`src/design/lkvc_pkg.sv`:
```
package lkvc_pkg;

	// Default number of cells in the chain.
	localparam int ENTRIES_DEF = 16;

	// Field widths fixed by the interface.
	localparam int KEY_W  = 32;
	localparam int VAL_W  = 32;
	localparam int CAP_W  = 5;

	// Capacity after reset.
	localparam logic [CAP_W-1:0] CAP_RESET = CAP_W'(16);

	// Update applied by every cell in the commit cycle.
	typedef enum logic [2:0] {
		OP_NONE,
		OP_HIT_GET,
		OP_HIT_SET,
		OP_EVICT,
		OP_INSERT
	} cell_op_t;

	// Command broadcast from the controller to every cell.
	typedef struct packed {
		logic             update;
		cell_op_t         op;
		logic [KEY_W-1:0] key;
		logic [VAL_W-1:0] value;
	} cell_cmd_t;

endpackage

```
`src/design/lkvc_cell.sv`:
```
module lkvc_cell #(
	parameter int ENTRIES = lkvc_pkg::ENTRIES_DEF,
	parameter int IDX     = 0
) (
	input  logic                                          clk,
	input  logic                                          arst_n,
	input  lkvc_pkg::cell_cmd_t                           cmd,
	input  logic [((ENTRIES > 1) ? $clog2(ENTRIES) : 1)-1:0] ref_rank,
	input  logic [$clog2(ENTRIES+1)-1:0]                  fill,
	input  logic                                          in_hit,
	input  logic [((ENTRIES > 1) ? $clog2(ENTRIES) : 1)-1:0] in_rank,
	input  logic [lkvc_pkg::VAL_W-1:0]                    in_value,
	output logic                                          out_hit,
	output logic [((ENTRIES > 1) ? $clog2(ENTRIES) : 1)-1:0] out_rank,
	output logic [lkvc_pkg::VAL_W-1:0]                    out_value,
	output logic                                          match,
	output logic                                          valid
);
	import lkvc_pkg::*;

	localparam int RW = (ENTRIES > 1) ? $clog2(ENTRIES) : 1;
	localparam int CW = $clog2(ENTRIES+1);

	logic             valid_q;
	logic [RW-1:0]    rank_q;
	logic [KEY_W-1:0] key_q;
	logic [VAL_W-1:0] value_q;
	logic             out_hit_q;
	logic [RW-1:0]    out_rank_q;
	logic [VAL_W-1:0] out_value_q;
	logic             younger;
	logic             is_next_free;

	// This cell holds the key being looked up.
	assign match        = valid_q && (key_q == cmd.key);
	assign younger      = valid_q && (rank_q < ref_rank);
	assign is_next_free = (fill == CW'(IDX));
	assign valid        = valid_q;

	// Hit search: the first match seen along the chain is handed on.
	always_ff @(posedge clk or negedge arst_n) begin
		if (!arst_n) begin
			out_hit_q <= 1'b0;
		end else begin
			out_hit_q <= in_hit || match;
		end
	end

	always_ff @(posedge clk) begin
		if (in_hit) begin
			out_rank_q  <= in_rank;
			out_value_q <= in_value;
		end else begin
			out_rank_q  <= rank_q;
			out_value_q <= value_q;
		end
	end

	assign out_hit   = out_hit_q;
	assign out_rank  = out_rank_q;
	assign out_value = out_value_q;

	// Recency and occupancy update in the commit cycle.
	always_ff @(posedge clk or negedge arst_n) begin
		if (!arst_n) begin
			valid_q <= 1'b0;
			rank_q  <= '0;
		end else if (cmd.update) begin
			case (cmd.op)
				OP_HIT_GET, OP_HIT_SET: begin
					if (match) begin
						rank_q <= '0;
					end else if (younger) begin
						rank_q <= rank_q + RW'(1);
					end
				end
				OP_EVICT: begin
					if (valid_q && rank_q == ref_rank) begin
						rank_q <= '0;
					end else if (younger) begin
						rank_q <= rank_q + RW'(1);
					end
				end
				OP_INSERT: begin
					if (is_next_free) begin
						valid_q <= 1'b1;
						rank_q  <= '0;
					end else if (valid_q) begin
						rank_q <= rank_q + RW'(1);
					end
				end
				default: begin
				end
			endcase
		end
	end

	// Key and value storage.
	always_ff @(posedge clk) begin
		if (cmd.update) begin
			case (cmd.op)
				OP_HIT_SET: begin
					if (match) begin
						value_q <= cmd.value;
					end
				end
				OP_EVICT: begin
					if (valid_q && rank_q == ref_rank) begin
						key_q   <= cmd.key;
						value_q <= cmd.value;
					end
				end
				OP_INSERT: begin
					if (is_next_free) begin
						key_q   <= cmd.key;
						value_q <= cmd.value;
					end
				end
				default: begin
				end
			endcase
		end
	end

endmodule

```
`src/design/lru_key_value_cache_core.sv`:
```
// Fully associative key/value cache with least-recently-used replacement,
// built as a chain of ENTRIES cells, each holding one key, its value and its
// recency rank. An item is a get (tuser 0) or a set (tuser 1) of a 32-bit key
// and value; every item gives exactly one result. The lookup walks the chain
// one cell per cycle: an item is taken in the idle state, the hit search
// crosses the chain in the scan state, and in the commit cycle all cells
// update their ranks together; the commit waits while a result is pending.
// The next item is taken after the commit, while its result may still wait
// in the output register. Capacity is written through cfg_we/cfg_wdata; the
// user must write it only while the block is idle, which the block does not
// enforce. Values above ENTRIES act as ENTRIES and zero disables the cache. Reset needs no clearing pass.
module lru_key_value_cache_core #(
	parameter int ENTRIES = lkvc_pkg::ENTRIES_DEF
) (
	input  logic                       clk,
	input  logic                       arst_n,
	input  logic                       cfg_we,
	input  logic [lkvc_pkg::CAP_W-1:0] cfg_wdata,   // capacity
	input  logic                       s_tvalid,
	output logic                       s_tready,
	input  logic [63:0]                s_tdata,     // key [31:0], value [63:32]
	input  logic                       s_tuser,     // mode: 0 get, 1 set
	output logic                       m_tvalid,
	input  logic                       m_tready,
	output logic [39:0]                m_tdata      // hit, read_value, evicted, zero pad
);
	import lkvc_pkg::*;

	localparam int RW   = (ENTRIES > 1) ? $clog2(ENTRIES) : 1;
	localparam int CW   = $clog2(ENTRIES+1);
	localparam int CMPW = (CW > CAP_W) ? CW : CAP_W;

	localparam logic [1:0] ST_IDLE   = 2'd0;
	localparam logic [1:0] ST_SCAN   = 2'd1;
	localparam logic [1:0] ST_UPDATE = 2'd2;

	logic [1:0]       state_q;
	logic [RW-1:0]    scan_cnt_q;
	logic [CAP_W-1:0] capacity_q;
	logic [CW-1:0]    fill_q;
	logic             mode_q;
	logic [KEY_W-1:0] key_q;
	logic [VAL_W-1:0] value_q;

	logic             res_valid_q;
	logic             res_hit_q;
	logic [VAL_W-1:0] res_value_q;
	logic             res_evicted_q;

	logic             chain_hit   [0:ENTRIES];
	logic [RW-1:0]    chain_rank  [0:ENTRIES];
	logic [VAL_W-1:0] chain_value [0:ENTRIES];
	logic [ENTRIES-1:0] match_vec;
	logic [ENTRIES-1:0] valid_vec;

	cell_cmd_t        cmd;
	cell_op_t         op;
	logic [RW-1:0]    ref_rank;
	logic [CMPW-1:0]  cap_ext;
	logic [CMPW-1:0]  cap_eff;
	logic             cap_zero;
	logic             full;
	logic             commit;
	logic             found;

	assign s_tready = (state_q == ST_IDLE);
	assign commit   = (state_q == ST_UPDATE) && (!res_valid_q || m_tready);

	// Effective capacity, saturated at the number of cells.
	assign cap_ext  = CMPW'(capacity_q);
	assign cap_eff  = (cap_ext > CMPW'(ENTRIES)) ? CMPW'(ENTRIES) : cap_ext;
	assign cap_zero = (capacity_q == '0);
	assign full     = (CMPW'(fill_q) >= cap_eff);
	assign found    = chain_hit[ENTRIES];

	// Choose the update that every cell applies.
	always_comb begin
		op = OP_NONE;
		if (!cap_zero) begin
			if (found) begin
				op = mode_q ? OP_HIT_SET : OP_HIT_GET;
			end else if (mode_q) begin
				op = full ? OP_EVICT : OP_INSERT;
			end
		end
	end

	// The hit moves its own rank; an eviction takes the least recent rank.
	assign ref_rank = found ? chain_rank[ENTRIES] : RW'(fill_q - CW'(1));

	assign cmd.update = commit;
	assign cmd.op     = op;
	assign cmd.key    = key_q;
	assign cmd.value  = value_q;

	// Chain of cells.
	assign chain_hit[0]   = 1'b0;
	assign chain_rank[0]  = '0;
	assign chain_value[0] = '0;

	for (genvar i = 0; i < ENTRIES; i++) begin : g_cell
		lkvc_cell #(
			.ENTRIES (ENTRIES),
			.IDX     (i)
		) u_cell (
			.clk       (clk),
			.arst_n    (arst_n),
			.cmd       (cmd),
			.ref_rank  (ref_rank),
			.fill      (fill_q),
			.in_hit    (chain_hit[i]),
			.in_rank   (chain_rank[i]),
			.in_value  (chain_value[i]),
			.out_hit   (chain_hit[i+1]),
			.out_rank  (chain_rank[i+1]),
			.out_value (chain_value[i+1]),
			.match     (match_vec[i]),
			.valid     (valid_vec[i])
		);
	end

	// Capacity register.
	always_ff @(posedge clk or negedge arst_n) begin
		if (!arst_n) begin
			capacity_q <= CAP_RESET;
		end else if (cfg_we) begin
			capacity_q <= cfg_wdata;
		end
	end

	// Sequencer: take an item, let the search cross the chain, then commit.
	always_ff @(posedge clk or negedge arst_n) begin
		if (!arst_n) begin
			state_q    <= ST_IDLE;
			scan_cnt_q <= '0;
			fill_q     <= '0;
		end else begin
			unique case (state_q)
				ST_IDLE: begin
					if (s_tvalid) begin
						state_q    <= ST_SCAN;
						scan_cnt_q <= '0;
					end
				end
				ST_SCAN: begin
					if (scan_cnt_q == RW'(ENTRIES - 1)) begin
						state_q <= ST_UPDATE;
					end else begin
						scan_cnt_q <= scan_cnt_q + RW'(1);
					end
				end
				ST_UPDATE: begin
					if (commit) begin
						state_q <= ST_IDLE;
						if (op == OP_INSERT) begin
							fill_q <= fill_q + CW'(1);
						end
					end
				end
				default: begin
					state_q <= ST_IDLE;
				end
			endcase
		end
	end

	// Item capture.
	always_ff @(posedge clk) begin
		if (s_tvalid && s_tready) begin
			mode_q  <= s_tuser;
			key_q   <= s_tdata[31:0];
			value_q <= s_tdata[63:32];
		end
	end

	// Output register.
	always_ff @(posedge clk or negedge arst_n) begin
		if (!arst_n) begin
			res_valid_q <= 1'b0;
		end else if (commit) begin
			res_valid_q <= 1'b1;
		end else if (m_tready) begin
			res_valid_q <= 1'b0;
		end
	end

	always_ff @(posedge clk) begin
		if (commit) begin
			res_hit_q     <= (op == OP_HIT_GET) || (op == OP_HIT_SET);
			res_value_q   <= (op == OP_HIT_GET) ? chain_value[ENTRIES] : '1;
			res_evicted_q <= (op == OP_EVICT);
		end
	end

	assign m_tvalid = res_valid_q;
	assign m_tdata  = {6'd0, res_evicted_q, res_value_q, res_hit_q};

`ifndef ASSERT_OFF
	// Keys are unique, so at most one cell matches.
	a_single_match: assert property (@(posedge clk) disable iff (!arst_n)
		$onehot0(match_vec))
		else $error("more than one cell matches the key");

	// The fill count tracks the occupied cells.
	a_fill_count: assert property (@(posedge clk) disable iff (!arst_n)
		$countones(valid_vec) == 32'(fill_q))
		else $error("fill count differs from occupied cells");

	// A committed item presents its result in the next cycle.
	a_commit_result: assert property (@(posedge clk) disable iff (!arst_n)
		commit |=> m_tvalid)
		else $error("result missing after commit");

	// A result is never both a hit and an eviction.
	a_hit_evict: assert property (@(posedge clk) disable iff (!arst_n)
		m_tvalid |-> !(m_tdata[0] && m_tdata[33]))
		else $error("hit and eviction reported together");
`endif

endmodule
```
`config.mk`:
```
export PLATFORM = sky130hd
export DESIGN_NAME = lru_key_value_cache_core
export DESIGN_NICKNAME = d
export VERILOG_FILES = /design/src/design/lkvc_pkg.sv /design/src/design/lkvc_cell.sv /design/src/design/lru_key_value_cache_core.sv
export SDC_FILE = /design/constraint.sdc
export NUM_CORES = 2
export LEC_CHECK = 0
export ABC_AREA = 1
export ABC_CLOCK_PERIOD_IN_PS = 5200
export BUFFER_PORTS_ARGS = -buffer_cell sky130_fd_sc_hd__buf_4
export CAP_MARGIN = 20
export CORE_MARGIN = 3
export CORE_UTILIZATION = 56
export CTS_BUF_LIST = sky130_fd_sc_hd__clkbuf_4 sky130_fd_sc_hd__clkbuf_8
export DETAILED_ROUTE_END_ITERATION = 12
export PLACE_DENSITY = 0.74
export SLEW_MARGIN = 20
export SYNTH_ARGS = -nofsm -noshare
export SYNTH_HDL_FRONTEND = slang
export SYNTH_SLANG_ARGS = --single-unit
export TNS_END_PERCENT = 50
```
`constraint.sdc`:
```
create_clock -name clk -period 5.2 [get_ports clk]
set_clock_uncertainty 0.1 [all_clocks]
set_input_delay 1.04 -clock clk [delete_from_list [all_inputs] [get_ports clk]]
set_output_delay 1.04 -clock clk [all_outputs]
set_load 0.02 [all_outputs]
```
Word-level counts from Yosys, hierarchy flattened
Cells that the tools add are included.
Cells by class
  magnitude comparators: 18
  equality and inequality tests: 122
  $add $sub $neg: 19
  multiplexer cells: 254
  reductions and logical operators: 144
Operators with widths (number)
  $mux W32: 95
  $pmux W32 S3: 16
  $pmux W32 S2: 16
  $eq A32 B32 Y1: 16
  $mux W4: 98
  $pmux W4 S3: 16
  $reduce_and A3 Y1: 35
  $ne A2 B1 Y1 const B: 48
  $reduce_and A5 Y1: 16
  $add A4 B1 Y4 const B: 17
  $eq A4 B4 Y1: 16
  $lt A4 B4 Y1: 16
  $reduce_and A4 Y1: 16
  $logic_and A1 B1 Y1: 50
  $ne A3 B1 Y1 const B: 16
  $eq A5 B4 Y1 const B: 8
  $eq A5 B3 Y1 const B: 4
  $logic_or A1 B1 Y1: 17
  $mux W3: 4
  $eq A5 B2 Y1 const B: 2
  $logic_not A5 Y1: 2
  $mux W2: 4
  $ne A2 B2 Y1 const B: 4
  $pmux W4 S2: 1
  other kinds (19): 24
Word-level totals
  input port bits: 75
  register bits: 1812
  word-level logic and storage cells: 680

Logic depth before layout (Yosys ltp)
  depth after elaboration: 11
  mapped depth: 18

By module
From an unflattened synthesis, not the netlist that was laid out.
Second synthesis, totals
  cell total of the unflattened synthesis: 8467
  area total of the unflattened synthesis: 77822.1 um^2
By module, submodules not included
  lkvc_cell (g_cell[5].u_cell ...): cells an instance 500, sequential area each 2792.7 um^2, instances 3, area an instance 4561.9 um^2
  lkvc_cell (g_cell[13].u_cell ...): cells an instance 522, sequential area each 2792.7 um^2, instances 2, area an instance 4618.2 um^2
  lkvc_cell (g_cell[4].u_cell ...): cells an instance 510, sequential area each 2792.7 um^2, instances 2, area an instance 4564.4 um^2
  lkvc_cell (g_cell[1].u_cell ...): cells an instance 510, sequential area each 2792.7 um^2, instances 2, area an instance 4560.6 um^2
  lkvc_cell (g_cell[0].u_cell): cells an instance 523, sequential area each 2792.7 um^2, instances 1, area an instance 4633.2 um^2
  lkvc_cell (g_cell[10].u_cell): cells an instance 527, sequential area each 2792.7 um^2, instances 1, area an instance 4624.4 um^2
  lkvc_cell (g_cell[11].u_cell): cells an instance 508, sequential area each 2792.7 um^2, instances 1, area an instance 4619.4 um^2
  lkvc_cell (g_cell[12].u_cell): cells an instance 520, sequential area each 2792.7 um^2, instances 1, area an instance 4614.4 um^2
  lkvc_cell (g_cell[7].u_cell): cells an instance 506, sequential area each 2792.7 um^2, instances 1, area an instance 4585.6 um^2
  lkvc_cell (g_cell[15].u_cell): cells an instance 507, sequential area each 2792.7 um^2, instances 1, area an instance 4559.4 um^2
  lkvc_cell (g_cell[3].u_cell): cells an instance 502, sequential area each 2792.7 um^2, instances 1, area an instance 4521.8 um^2
  lru_key_value_cache_core: cells an instance 290, sequential area each 3399.5 um^2, instances 1, area an instance 4491.8 um^2

Worst setup path before layout
OpenSTA, ideal clock, no wires.
  path kind: reg2reg
  start point: register fill_q[0]
  end point: register g_cell[9].u_cell.key_q[0] (enable)
  arrival: 4452 ps
  data required time: 4639 ps
  cell stages (with the launch flop): 13
  path buffers: 0
  slack: 186 ps
  clock period less this slack: 5014 ps
  cell sequence: dfrtp_1 > inv_1 > ha_1 > xnor2_1 > nand2_1 > o21ai_0 > ha_1 > nand2_1 > inv_1 > nand4_1 > inv_1 > o21ai_0 > nor3_1
Between the ends
  longest elaborated chain between the ends: 8
  elaborated cells between the ends (all ways): 16
  those cells by class: 1 x add/sub; 1 x order compare; 6 x eq/ne; 5 x mux; 3 x reduce/logical
Ends and longest elaborated chain
  start: declaration: line lru_key_value_cache_core.sv:40  | logic [CW-1:0] fill_q;
  start signal: assignment: line lru_key_value_cache_core.sv:156  | fill_q <= fill_q + CW'(1);
  $ge A5 B5 Y1: line lru_key_value_cache_core.sv:73  | assign full = (CMPW'(fill_q) >= cap_eff);
  $mux W3: line lru_key_value_cache_core.sv:83  | op = full ? OP_EVICT : OP_INSERT;
  $mux W3: line lru_key_value_cache_core.sv:82  | end else if (mode_q) begin
  $mux W3: line lru_key_value_cache_core.sv:80  | if (found) begin
  $mux W3: line lru_key_value_cache_core.sv:79  | if (!cap_zero) begin
  $eq A3 B2 Y1 or $eq A3 B3 Y1 (tied branches): line lkvc_cell.sv:101  | case (cmd.op)
  $ne A2 B1 Y1 (no source line) or $reduce_bool A2 Y1 (tied branches)
  $reduce_and A4 Y1 (no source line) (*)
  end signal: assignment: line lkvc_cell.sv:109  | key_q <= cmd.key;
  end signal: assignment: line lkvc_cell.sv:115  | key_q <= cmd.key;
  end: declaration: line lkvc_cell.sv:26  | logic [KEY_W-1:0] key_q;
Every way passes the cells marked *; elsewhere a longest branch is shown, timed or not.
A chain may end at the register's enable or synchronous reset.

Worst setup path after layout
  start point: register key_q[23]
  end point: register g_cell[15].u_cell.value_q[30] (enable)
Between the ends
  longest elaborated chain between the ends: 4
Ends and longest elaborated chain
  start: declaration: line lru_key_value_cache_core.sv:42  | logic [KEY_W-1:0] key_q;
  start signal: assignment: line lru_key_value_cache_core.sv:171  | key_q <= s_tdata[31:0];
  $eq A32 B32 Y1: line lkvc_cell.sv:35  | assign match = valid_q && (key_q == cmd.key);
  $logic_and A1 B1 Y1: line lkvc_cell.sv:35
  $ne A2 B1 Y1 (no source line)
  $reduce_and A5 Y1 (no source line)
  end signal: assignment: line lkvc_cell.sv:104  | value_q <= cmd.value;
  end signal: assignment: line lkvc_cell.sv:110  | value_q <= cmd.value;
  end signal: assignment: line lkvc_cell.sv:116  | value_q <= cmd.value;
  end: declaration: line lkvc_cell.sv:27  | logic [VAL_W-1:0] value_q;
Every way passes these cells.

==> impl_metrics.yaml <==
cells_and_area:
  finalNonFillerCells: 8773
  nets: 7089
  utilization_pct: 63.72
  layout-drive-gt1-share_pct: 11.89
  syn_to_final_growth_pct: 12.77
  postLayoutCellArea_um2: 78880
placement:
  placed_cells: 8240
  place_area_um2: 72720
  hpwl_um: 101500
  routabilityCongestion: 0.9057
  portBuffers: 110
route:
  via_per_inst: 5.082
  num_vias: 44580
  dr.pass1.iters: 6
  drt-wirelength-per-cell_um: 17.42
  first_iter_violations: 3703
  ant_nets: 0
  drcViolationCount: 0
  wirelength_um: 152800
timing:
  fmax_mhz: 241.9
  drv_slew: 0
  totalNegativeSetupSlack_ps: 0
  hold_violations: 0
  finalCriticalPeriod_ps: 4135
  relSlewSlack_pct: 28.02
  setup_violations: 0
  finalCritPeriodShare_pct: 79.51
  worst_pin_slew_ps: 1077
  rsz0062_at_grt: "false"
synth:
  yosysTopAreaCell: "edfxtp_1"
  ys_seq_area_share_pct: 68.74
  synthTopCellsByArea: "edfxtp_1 (48%), dfxtp_1 (16%), nand2_1 (14%)"
  synth_cell_types: 48
  synth_area_um2: 69950
  synth_most_common_cell: "nand2_1"
  ys_ff_latch: 1812
  avgSynthCellArea_um2: 10.56
  synth_top_area_share_pct: 48.21
  synth-async-reset-ratio_pct: 6.236
  ys_dominant_reg_cell: "edfxtp_1"
  yosys_warnings: 0
  synth_edf_count: 1123
  synth_common_cells: "nand2_1 (2,592), edfxtp_1 (1,123), dfxtp_1 (576), inv_1 (450), nor2_1 (449)"
  postSynthCellCount: 6621
floorplanning:
  core_region_area_um2: 123800
  die_area_um2: 129200
  floorplan.rows: 129
  fp.dieH_um: 359.4
  die_w_um: 359.4
  floorplan.initialDensity_pct: 56.50
  io_pins: 117
critical_path:
  cp-end-kind: "flip-flop"
  r2r-start: "key_q[23]"
  worstPathArrival_ps: 4640
  r2r_end: "g_cell[15].u_cell.value_q[30]"
  slowest_delay_ps: 760
  r2r_cells: 12
  crit_path_start_kind: "flip-flop"
  critPathSlowestCell: "nor2_1"
  setup.reg_to_reg.worst_slack_ps: 1070
  critPathMostFrequentCell: "nand2_1"
  criticalPathCategory: "flip-flop to flip-flop"
  cp_cell_sequence: "buf_4 > inv_1 > nand2_1 > nand2_1 > inv_1 > nand2_1 > nor2_1 > nand2_1 > nor2_1 > nand3_2 > a21oi_4 > buf_4"
  path_max_fanout: 32
  critPathRequiredTime_ps: 5710
hold_path:
  min_to: "value_q[18]"
  hp-start: "s_tdata[50]"
  hold_depth: 1
  hp-class: "input pin to flip-flop"
clock_network:
  cts_setup_buffers: 0
  clockRootBuffer: "clkbuf_8"
  htree_levels: 5
  cts_sinks: 1812
  clk_latency_ps: 990
  cts_tree: "built"
  clk_pin_slew_ps: 60
  clock_path_buffers: 4
  cts_buffers: 302
global_routing:
  grt_pass1_wl_um: 239000
  grt.overflow.total: 0
  grt_start_max_net_pins: 69
  antenna_found_initial: 2
  grt_use_total_pct: 23.62
  grt_pass1_vias: 43190
power:
  ir_drop_uv: 311.5
  power.density_nw_per_um2: 389.2
  power_mw: 30.70
  p_leak_nw: 33.23
status:
  outcome: "finished, final reports clean"
flow_run:
  cap_violations: 0
==> where the power goes <==
part | leakage [nW] | internal [mW] | switching, mW
Combinational | 13.8 | 0.751 | 1.48
Sequential | 16.3 | 15.7 | 0.455
Clock | 3.18 | 6.99 | 5.31
==> critical path, delay by kind of cell (launching register included) <==
family	cells	cell delay (ps)
AOI/OAI and AO/OA	1	280
buffers and inverters	4	1190
DFF	1	320
and+or+nand+nor	7	1870
==> routing by layer <==
layer  GRT usage [%]  vias up  wire [µm]  part of all wire, %
met1           33.37    20770      68550                   45
met3           5.107      304      11680                  7.6
met5               0        -         11               0.0072
met4           8.703        2       4738                  3.1
met2           36.30     1512      67840                   44
li1                -    21990          -                    -
==> what timing repair did <==
action	CTS	global route
gates resized for setup	0	0
hold buffers	11	1
hold endpoints to repair	11	16
endpoints found under the setup margin	0	0
==> final cells by class <==
cell class / count / area [µm²]
sequential: 1812 / 48090
fill: 9506 / 44920
multi-input combinational: 4106 / 19200
clock buffer: 449 / 5510
tap: 1637 / 2048
inverter: 481 / 1808
timing repair buffer: 219 / 1772
clock inverter: 68 / 454.2
antenna: 1 / 2.502
==> sequential cells by signal, indices dropped and copies added, names as in the netlist, 32 cells and up <==
signal / count
key_q: 32
res_value_q: 32
g_cell.u_cell.rank_q: 64
g_cell.u_cell.out_rank: 64
g_cell.u_cell.value_q: 512
value_q: 32
g_cell.u_cell.out_value: 512
g_cell.u_cell.key_q: 512
==> logic make-up (layout without fill, tap and decap cells) <==
logic type | count (synthesis) | in the layout | share of synthesized area [%]
adder cells (fa/ha/maj) | 92 | 92 | 1.646
XOR/XNOR | 266 | 266 | 3.331
other | 1 | 7 | 0.005361
multiplexers | 2 | 2 | 0.03220
AND/OR/NAND/NOR | 3398 | 3398 | 19.32
AO/OA/AOI/OAI | 342 | 342 | 2.655
buffers and inverters | 708 | 1217 | 4.275
flip-flops | 1812 | 1812 | 68.74
==> worst max-delay path by stage <==
stage	startpoint	end	slack (ps)
4_1_cts	key_q[23]	g_cell[15].u_cell.value_q[30]	1160
5_1_grt	fill_q[0]	g_cell[6].u_cell.value_q[14]	940
3_3_place_gp	key_q[26]	g_cell[15].u_cell.value_q[14]	1230
2_1_floorplan	fill_q[0]	g_cell[9].u_cell.key_q[0]	190
6_report	key_q[23]	g_cell[15].u_cell.value_q[30]	1070
3_5_place_dp	key_q[23]	g_cell[15].u_cell.value_q[16]	1130
==> cells in the final DEF, fill, tap and decap left out, types with 36 or more instances in the layout <==
| cell | instances |
|---|---|
| buf_4 | 200 |
| clkbuf_4 | 107 |
| clkbuf_8 | 342 |
| clkinv_1 | 36 |
| dfrtp_1 | 106 |
| dfxtp_1 | 576 |
| edfxtp_1 | 1123 |
| ha_1 | 92 |
| inv_1 | 449 |
| nand2_1 | 2592 |
| nand3_1 | 212 |
| nand4_1 | 40 |
| nor2_1 | 434 |
| o21ai_0 | 205 |
| or2_2 | 41 |
| xnor2_1 | 164 |
| xor2_1 | 102 |
==> metrics by stage <==
step,setup slack [ps],hold slack [ps]
2_1_floorplan,186.5,223.3
3_3_place_gp,1229,223.4
3_5_place_dp,1127,226.9
4_1_cts,1160,16.83
5_1_grt,940.6,57.06
6_report,1065,136.4
Note: power is estimated with default switching activity, not from simulation.
